`config.mk`:
```
export PLATFORM = sky130hd
export DESIGN_NAME = number_to_ascii_formatter_unit_flat
export DESIGN_NICKNAME = d
export VERILOG_FILES = /design/src/rtl/numfmt_pkg.sv /design/src/rtl/numfmt_if.sv /design/src/rtl/numfmt_dabble_step.sv /design/src/rtl/number_to_ascii_formatter_unit.sv /design/src/flat_wrapper.sv
export SDC_FILE = /design/constraint.sdc
export NUM_CORES = 1
export LEC_CHECK = 0
export BUFFER_PORTS_ARGS = -buffer_cell sky130_fd_sc_hd__buf_4
export CAP_MARGIN = 20
export CORE_MARGIN = 1.5
export CORE_UTILIZATION = 55
export CTS_BUF_LIST = sky130_fd_sc_hd__clkbuf_8
export DETAILED_ROUTE_END_ITERATION = 8
export PLACE_DENSITY = 0.74
export SLEW_MARGIN = 20
export SYNTH_ARGS = -nofsm -noshare
export SYNTH_HDL_FRONTEND = slang
export SYNTH_SLANG_ARGS = --single-unit
```
`constraint.sdc`:
```
create_clock -name clock -period 6.4 [get_ports clock]
set_clock_uncertainty 0.1 [all_clocks]
set_input_delay 1.28 -clock clock [delete_from_list [all_inputs] [get_ports clock]]
set_output_delay 1.28 -clock clock [all_outputs]
set_load 0.01 [all_outputs]
```
`src/rtl/numfmt_pkg.sv`:
```
// ----------------------------------------------------------------------------
// numfmt_pkg
// Shared constants and helpers for the number-to-ASCII formatter: format
// codes, ASCII codes, BCD register geometry and the hex digit encoder.
// ----------------------------------------------------------------------------
package numfmt_pkg;

   // Format selector codes
   localparam logic [1:0] FMT_SIGNED_DEC = 2'd0;
   localparam logic [1:0] FMT_DEC4       = 2'd1;
   localparam logic [1:0] FMT_BIN8       = 2'd2;
   localparam logic [1:0] FMT_HEX8       = 2'd3;

   // ASCII codes
   localparam logic [6:0] ASCII_ZERO  = 7'h30;
   localparam logic [6:0] ASCII_MINUS = 7'h2D;
   localparam logic [6:0] ASCII_UPPER_A = 7'h41;
   localparam logic [6:0] ASCII_UPPER_X = 7'h58;

   // Geometry
   localparam int unsigned VALUE_W    = 32;
   localparam int unsigned BCD_DIGITS = 10;
   localparam int unsigned BCD_W      = 4 * BCD_DIGITS;
   localparam int unsigned CHAR_W     = 7;

   typedef logic [BCD_W-1:0]   bcd_type;
   typedef logic [VALUE_W-1:0] word_type;
   typedef logic [CHAR_W-1:0]  char_type;

   // Map one nibble to its upper-case hex character
   function automatic char_type hex_char(input logic [3:0] nib);
      char_type c;
      if (nib > 4'd9) begin
         c = ASCII_UPPER_A + {3'b000, nib - 4'd10};
      end else begin
         c = ASCII_ZERO + {3'b000, nib};
      end
      return c;
   endfunction

endpackage

```
`src/rtl/numfmt_if.sv`:
```
// ----------------------------------------------------------------------------
// numfmt channel interfaces
// Valid/ready channels for the formatter: number request and character
// response.
// ----------------------------------------------------------------------------
interface numfmt_req_if;
   logic        valid;
   logic        ready;
   logic [1:0]  action;
   logic [31:0] value;

   modport source (output valid, output action, output value, input ready);
   modport sink   (input valid, input action, input value, output ready);
endinterface

interface numfmt_rsp_if;
   logic       valid;
   logic       ready;
   logic [6:0] char_code;
   logic       last;

   modport source (output valid, output char_code, output last, input ready);
   modport sink   (input valid, input char_code, input last, output ready);
endinterface

```
`src/rtl/numfmt_dabble_step.sv`:
```
// ----------------------------------------------------------------------------
// numfmt_dabble_step
// One double-dabble iteration: add three to every BCD digit of five or more,
// then shift the BCD register left by one and take in the next binary bit.
// ----------------------------------------------------------------------------
module numfmt_dabble_step (
   input  numfmt_pkg::bcd_type bcd_cur,
   input  logic                bit_in,
   output numfmt_pkg::bcd_type bcd_next
);
   import numfmt_pkg::*;

   bcd_type adj;

   // Correct each digit independently
   always_comb begin
      for (int i = 0; i < BCD_DIGITS; i++) begin
         if (bcd_cur[4*i +: 4] >= 4'd5) begin
            adj[4*i +: 4] = bcd_cur[4*i +: 4] + 4'd3;
         end else begin
            adj[4*i +: 4] = bcd_cur[4*i +: 4];
         end
      end
   end

   // Shift in the next bit, most significant first
   assign bcd_next = {adj[BCD_W-2:0], bit_in};

endmodule

```
`src/rtl/number_to_ascii_formatter_unit.sv`:
```
// ----------------------------------------------------------------------------
// number_to_ascii_formatter_unit
// Formats one number per request as ASCII characters (signed decimal,
// four-digit decimal, binary byte, hex byte), one character per response.
// ----------------------------------------------------------------------------
//  channel | dir | payload               | accepted when
//  req     | in  | action[1:0], value[31:0] | req.valid && req.ready
//  rsp     | out | char_code[6:0], last  | rsp.valid && rsp.ready
//
//  Decimal formats run a bit-serial double dabble, one bit per cycle, over
//  all 32 bits for signed decimal and 16 bits for four-digit decimal.
//  Signed decimal then drops up to nine leading zeros. Characters leave
//  one per cycle from the output register unless the response stalls;
//  every dropped zero is one character fewer. Binary and hex skip the
//  conversion. One item is in work at a time.
//  A stalled response holds the register and pauses emission. Reset
//  (synchronous) returns the unit to idle and drops any pending response.
// ----------------------------------------------------------------------------
module number_to_ascii_formatter_unit (
   input logic         clock,
   input logic         reset,
   numfmt_req_if.sink   req_chan,
   numfmt_rsp_if.source rsp_chan
);
   import numfmt_pkg::*;

   localparam logic [1:0] ST_IDLE = 2'd0;
   localparam logic [1:0] ST_CONV = 2'd1;
   localparam logic [1:0] ST_SKIP = 2'd2;
   localparam logic [1:0] ST_EMIT = 2'd3;

   logic [1:0] state_ff,  state_in;
   logic [1:0] mode_ff,   mode_in;
   logic       neg_ff,    neg_in;
   word_type   bin_ff,    bin_in;
   bcd_type    bcd_ff,    bcd_in;
   logic [4:0] cnt_ff,    cnt_in;
   logic [3:0] dig_ff,    dig_in;
   logic [1:0] pre_ff,    pre_in;

   logic       rsp_valid_ff, rsp_valid_in;
   char_type   rsp_char_ff,  rsp_char_in;
   logic       rsp_last_ff,  rsp_last_in;

   bcd_type    bcd_step;
   bcd_type    bin_nibbles;
   logic       slot_free;
   word_type   value_mag;

   numfmt_dabble_step u_dabble (
      .bcd_cur  (bcd_ff),
      .bit_in   (bin_ff[VALUE_W-1]),
      .bcd_next (bcd_step)
   );

   assign req_chan.ready     = (state_ff == ST_IDLE);
   assign rsp_chan.valid     = rsp_valid_ff;
   assign rsp_chan.char_code = rsp_char_ff;
   assign rsp_chan.last      = rsp_last_ff;

   assign slot_free = !rsp_valid_ff || rsp_chan.ready;
   assign value_mag = req_chan.value[VALUE_W-1] ? (~req_chan.value + 32'd1)
                                                : req_chan.value;

   // Spread the low byte into one nibble per bit, top aligned
   always_comb begin
      bin_nibbles = '0;
      for (int i = 0; i < 8; i++) begin
         bin_nibbles[BCD_W-1-4*i -: 4] = {3'b000, req_chan.value[7-i]};
      end
   end

   // Sequencer
   always_comb begin
      state_in     = state_ff;
      mode_in      = mode_ff;
      neg_in       = neg_ff;
      bin_in       = bin_ff;
      bcd_in       = bcd_ff;
      cnt_in       = cnt_ff;
      dig_in       = dig_ff;
      pre_in       = pre_ff;
      rsp_valid_in = rsp_valid_ff && !rsp_chan.ready;
      rsp_char_in  = rsp_char_ff;
      rsp_last_in  = rsp_last_ff;

      case (state_ff)
         ST_IDLE: begin
            if (req_chan.valid) begin
               mode_in = req_chan.action;
               neg_in  = 1'b0;
               bcd_in  = '0;
               case (req_chan.action)
                  FMT_SIGNED_DEC: begin
                     neg_in   = req_chan.value[VALUE_W-1];
                     bin_in   = value_mag;
                     cnt_in   = 5'd31;
                     state_in = ST_CONV;
                  end
                  FMT_DEC4: begin
                     bin_in   = {req_chan.value[15:0], 16'h0000};
                     cnt_in   = 5'd15;
                     state_in = ST_CONV;
                  end
                  FMT_BIN8: begin
                     bcd_in   = bin_nibbles;
                     dig_in   = 4'd8;
                     pre_in   = 2'd0;
                     state_in = ST_EMIT;
                  end
                  default: begin
                     bcd_in   = {req_chan.value[7:0], 32'h0000_0000};
                     dig_in   = 4'd2;
                     pre_in   = 2'd2;
                     state_in = ST_EMIT;
                  end
               endcase
            end
         end

         ST_CONV: begin
            // Advance one bit of the binary-to-BCD conversion
            bin_in = {bin_ff[VALUE_W-2:0], 1'b0};
            bcd_in = bcd_step;
            cnt_in = cnt_ff - 5'd1;
            if (cnt_ff == 5'd0) begin
               if (mode_ff == FMT_SIGNED_DEC) begin
                  dig_in   = 4'd10;
                  pre_in   = {1'b0, neg_ff};
                  state_in = ST_SKIP;
               end else begin
                  bcd_in   = {bcd_step[15:0], 24'h00_0000};
                  dig_in   = 4'd4;
                  pre_in   = 2'd0;
                  state_in = ST_EMIT;
               end
            end
         end

         ST_SKIP: begin
            // Drop leading zeros, keep at least one digit
            if (bcd_ff[BCD_W-1 -: 4] == 4'd0 && dig_ff > 4'd1) begin
               bcd_in = {bcd_ff[BCD_W-5:0], 4'h0};
               dig_in = dig_ff - 4'd1;
            end else begin
               state_in = ST_EMIT;
            end
         end

         ST_EMIT: begin
            if (slot_free) begin
               rsp_valid_in = 1'b1;
               if (pre_ff != 2'd0) begin
                  // Prefix: '-' for negatives, "0X" for hex
                  if (mode_ff == FMT_HEX8) begin
                     rsp_char_in = (pre_ff == 2'd2) ? ASCII_ZERO : ASCII_UPPER_X;
                  end else begin
                     rsp_char_in = ASCII_MINUS;
                  end
                  rsp_last_in = 1'b0;
                  pre_in      = pre_ff - 2'd1;
               end else begin
                  rsp_char_in = hex_char(bcd_ff[BCD_W-1 -: 4]);
                  rsp_last_in = (dig_ff == 4'd1);
                  bcd_in      = {bcd_ff[BCD_W-5:0], 4'h0};
                  dig_in      = dig_ff - 4'd1;
                  if (dig_ff == 4'd1) begin
                     state_in = ST_IDLE;
                  end
               end
            end
         end

         default: begin
            state_in = ST_IDLE;
         end
      endcase
   end

   // Control registers
   always_ff @(posedge clock) begin
      if (reset) begin
         state_ff     <= ST_IDLE;
         rsp_valid_ff <= 1'b0;
      end else begin
         state_ff     <= state_in;
         rsp_valid_ff <= rsp_valid_in;
      end
   end

   // Datapath registers
   always_ff @(posedge clock) begin
      mode_ff     <= mode_in;
      neg_ff      <= neg_in;
      bin_ff      <= bin_in;
      bcd_ff      <= bcd_in;
      cnt_ff      <= cnt_in;
      dig_ff      <= dig_in;
      pre_ff      <= pre_in;
      rsp_char_ff <= rsp_char_in;
      rsp_last_ff <= rsp_last_in;
   end

endmodule

```
`src/flat_wrapper.sv`:
```
// flat-port wrapper written by rule: the top's interface ports become plain ports
module number_to_ascii_formatter_unit_flat import numfmt_pkg::*;
  (clock, reset, req_chan_valid, req_chan_action, req_chan_value, req_chan_ready, rsp_chan_valid, rsp_chan_char_code, rsp_chan_last, rsp_chan_ready);
  numfmt_req_if req_chan_i ();
  numfmt_rsp_if rsp_chan_i ();
  input logic clock;
  input logic reset;
  input wire logic [$bits(req_chan_i.valid)-1:0] req_chan_valid;
  input wire logic [$bits(req_chan_i.action)-1:0] req_chan_action;
  input wire logic [$bits(req_chan_i.value)-1:0] req_chan_value;
  output wire logic [$bits(req_chan_i.ready)-1:0] req_chan_ready;
  output wire logic [$bits(rsp_chan_i.valid)-1:0] rsp_chan_valid;
  output wire logic [$bits(rsp_chan_i.char_code)-1:0] rsp_chan_char_code;
  output wire logic [$bits(rsp_chan_i.last)-1:0] rsp_chan_last;
  input wire logic [$bits(rsp_chan_i.ready)-1:0] rsp_chan_ready;
  assign req_chan_i.valid = req_chan_valid;
  assign req_chan_i.action = req_chan_action;
  assign req_chan_i.value = req_chan_value;
  assign req_chan_ready = req_chan_i.ready;
  assign rsp_chan_valid = rsp_chan_i.valid;
  assign rsp_chan_char_code = rsp_chan_i.char_code;
  assign rsp_chan_last = rsp_chan_i.last;
  assign rsp_chan_i.ready = rsp_chan_ready;
  number_to_ascii_formatter_unit u_core (.clock(clock), .reset(reset), .req_chan(req_chan_i), .rsp_chan(rsp_chan_i));
endmodule
```
==> results.toml <==
[cells_and_area]
num-nets-final = 788
drive_gt1_share_pct = 10.9
fillers = 1012
antenna_cells = 0
multi_input_area_mm2 = 0.00332
syn2layout_area_growth_pct = 9.88
regArea_mm2 = 0.00288
finalNonFillerCells = 865

[synthesis]
synthMuxAreaShare_pct = 3.16
synth_top_area_share_pct = 43.7
synth.most_common_cell = "edfxtp_1"
synth_simple_gate_area_share_pct = 16.0
yosysSeqAreaShare_pct = 44.7
async_flop_share_pct = 0
synth_fa_ha_area_share_pct = 6.40
synth_nets = 755
yosysTopAreaCell = "edfxtp_1"
synth_top_family_by_area = "compound AO/OA/AOI/OAI gates"
ys_ff_latch = 97
ys_warn_count = 0
synthTopCellsByArea = "edfxtp_1 44%, ha_1 6.4%, o21ai_0 5.1%"
synthCells = 684
synth-xor-area-share_pct = 5.83
synth_common_cells = "94 x edfxtp_1, 82 x nand2_1, 66 x o21ai_0"
synth_edf_count = 94
synthFlopType = "edfxtp_1"
syn_area_per_cell_um2 = 9.44
yosysUniqueCellTypes = 55
netlist_area_mm2 = 0.00646
synth_compound_area_share_pct = 19.5

[run]
drv_cap = 0

[min_path]
holdCritPathClass = "flip-flop to flip-flop"

[timing]
post-route-min-period_ns = 3.23
slew_viol_final = 0
setup_viol = 0
hold_viol = 0
fin_crit_sh_pct = 50.4
finalSetupTns_ns = 0
grt_setup_unrepaired = "false"
worst_slew_margin_rel_pct = 48.3
max_freq_ghz = 0.310
worst_slew_pin_slew_ns = 0.775

[grt]
grt_busiest_layer = "met2"
grt_max_degree = 70
grt_use_met3_pct = 3.38
grt_first_pass_wirelength_mm = 26.2
grt_pass1_vias = 5265
grt_usage_pct = 26.4
use_met1_pct = 36.1
gr-total-overflow = 0
grt.met2_usage_pct = 42.8
antenna_found_initial = 0

[clocking]
h-tree-depth = 3
cts_buffer_depth = 2
ctsResizeCount = 0
holdBufCountCts = 0
cts_setup_buffers = 0
clock_latency_ns = 0.39
clk_transition_reported_paths_ns = 0.09
cts_tree = "done"
cts_sinks = 97
numCtsBuffers = 9
cts_root_buf = "clkbuf_8"

[route]
wl_per_cell_um = 18.3
avgViaCountPerCell = 6.28
firstDrtPassIters = 5
vias = 5429
remaining_drc_errors = 0
drt-initial-drc-count = 448
wirelength_mm = 15.8
final_antenna_net_count = 0

[die]
core_area_mm2 = 0.0114
fp.dieH_um = 111
initial_core_util_pct = 56.5
die_x_um = 111
dieArea_mm2 = 0.0124
io_pins = 48
rows = 39

[worst_setup_path]
critPathKind = "flip-flop to flip-flop"
critPathMaxFanout = 69
cp.required_ns = 6.55
r2r_slack_ns = 3.17
start_kind = "flip-flop"
worstPathArrival_ns = 3.38
cp-end-kind = "flip-flop"

[placed_design]
dp_cells = 849
routabilityCongestion = 0.934
dp_hpwl_mm = 11.3
port_buffers = 47

[run_status]
status = "complete, no violations"

[power_and_ir_drop]
ir_drop_mv = 0.228
cellLeakagePower_nw = 2.61
p_per_area_mw_per_mm2 = 420
==> layout by cell type, fill, tap and decap left out, types with 5 or more instances in the layout <==
cell and instances:
a22oi_1 12, o41ai_1 5, nor2_1 45, clkbuf_8 9
and3_1 5, a21oi_1 59, nand2b_1 22, nand2_1 82
nor3_1 17, a22o_1 10, o21ai_0 65, nor4_1 5
nand3_1 7, xnor2_1 19, inv_1 45, buf_4 53
edfxtp_1 94, mux2i_1 17, o31ai_1 11, a31oi_1 7
xor2_1 24, o221ai_1 6, nor3b_1 11, ha_1 32
==> cell families after synthesis <==
kind of cell,after synthesis
AO/OA/AOI/OAI,203
AND/OR/NAND/NOR,213
XOR/XNOR,43
adder cells (fa/ha/maj),33
multiplexers,20
flip-flops,97
buffers and inverters,75
==> layer usage <==
layer,up-vias,share of wire (%)
met4,0,2.2
met5,-,0
met1,2611,43
met3,25,6.7
met2,229,48
li1,2564,-
==> report_power, final <==
group	switching, W	internal [W]	total, W
registers	0.000207	0.00105	0.00126
clock network	0.000217	0.000134	0.000351
logic	0.000848	0.000524	0.00137
total	0.00127	0.00171	0.00298
==> metrics by stage <==
stage	hold slack (ns)	utilization [%]	setup WS (ns)	power (W)	area, um2
final	0.421	62.1	3.17	0.00298	7090
after global placement	0.409	60.8	3.00	0.00255	6940
after global routing	0.470	62.1	2.88	0.00320	7090
after CTS	0.423	62.1	3.21	0.00297	7090
after floorplan	0.394	-	0.911	0.00222	6460
after detailed placement	0.408	60.8	2.91	0.00262	6940
==> worst paths after layout <==
check / start / to / depth (start not counted)
setup reg to reg: u_core.state_ff[1]$_SDFFE_PP0P_ / u_core.bcd_ff[16]$_DFFE_PP_ / 8
hold / removal: u_core.rsp_chan.valid$_SDFF_PP0_ / u_core.rsp_chan.valid$_SDFF_PP0_ / 2
setup / recovery: u_core.state_ff[1]$_SDFFE_PP0P_ / u_core.bcd_ff[16]$_DFFE_PP_ / 8
hold reg to reg: u_core.rsp_chan.valid$_SDFF_PP0_ / u_core.rsp_chan.valid$_SDFF_PP0_ / 2
==> cell type report <==
cell class / count / share of cell area [%]
Tap cell: 143 / 2.52
Clock buffer: 9 / 1.75
Timing Repair Buffer: 53 / 5.61
Inverter: 44 / 2.33
Clock inverter: 7 / 0.406
Sequential cell: 97 / 40.6
Multi-Input combinational cell: 512 / 46.8
==> critical path, stage by stage (launching register included) <==
cell and delay [ns]:
dfxtp_1 0.34, inv_1 0.12, ha_2 0.18, buf_4 0.54
nor3b_1 0.60, a21o_1 0.35, nand2_1 0.37, nor3_1 0.33
a221o_1 0.15
==> sequential cells by signal, summed over array words and instances (netlist names) <==
name                       cells
u_core.rsp_chan.valid          1
u_core.bin_ff                 32
u_core.state_ff                2
u_core.rsp_chan.last           1
u_core.neg_ff                  1
u_core.dig_ff                  4
u_core.cnt_ff                  5
u_core.bcd_ff                 40
u_core.mode_ff                 2
u_core.pre_ff                  2
u_core.rsp_chan.char_code      7
No activity file was read; power rests on OpenSTA's default activity.
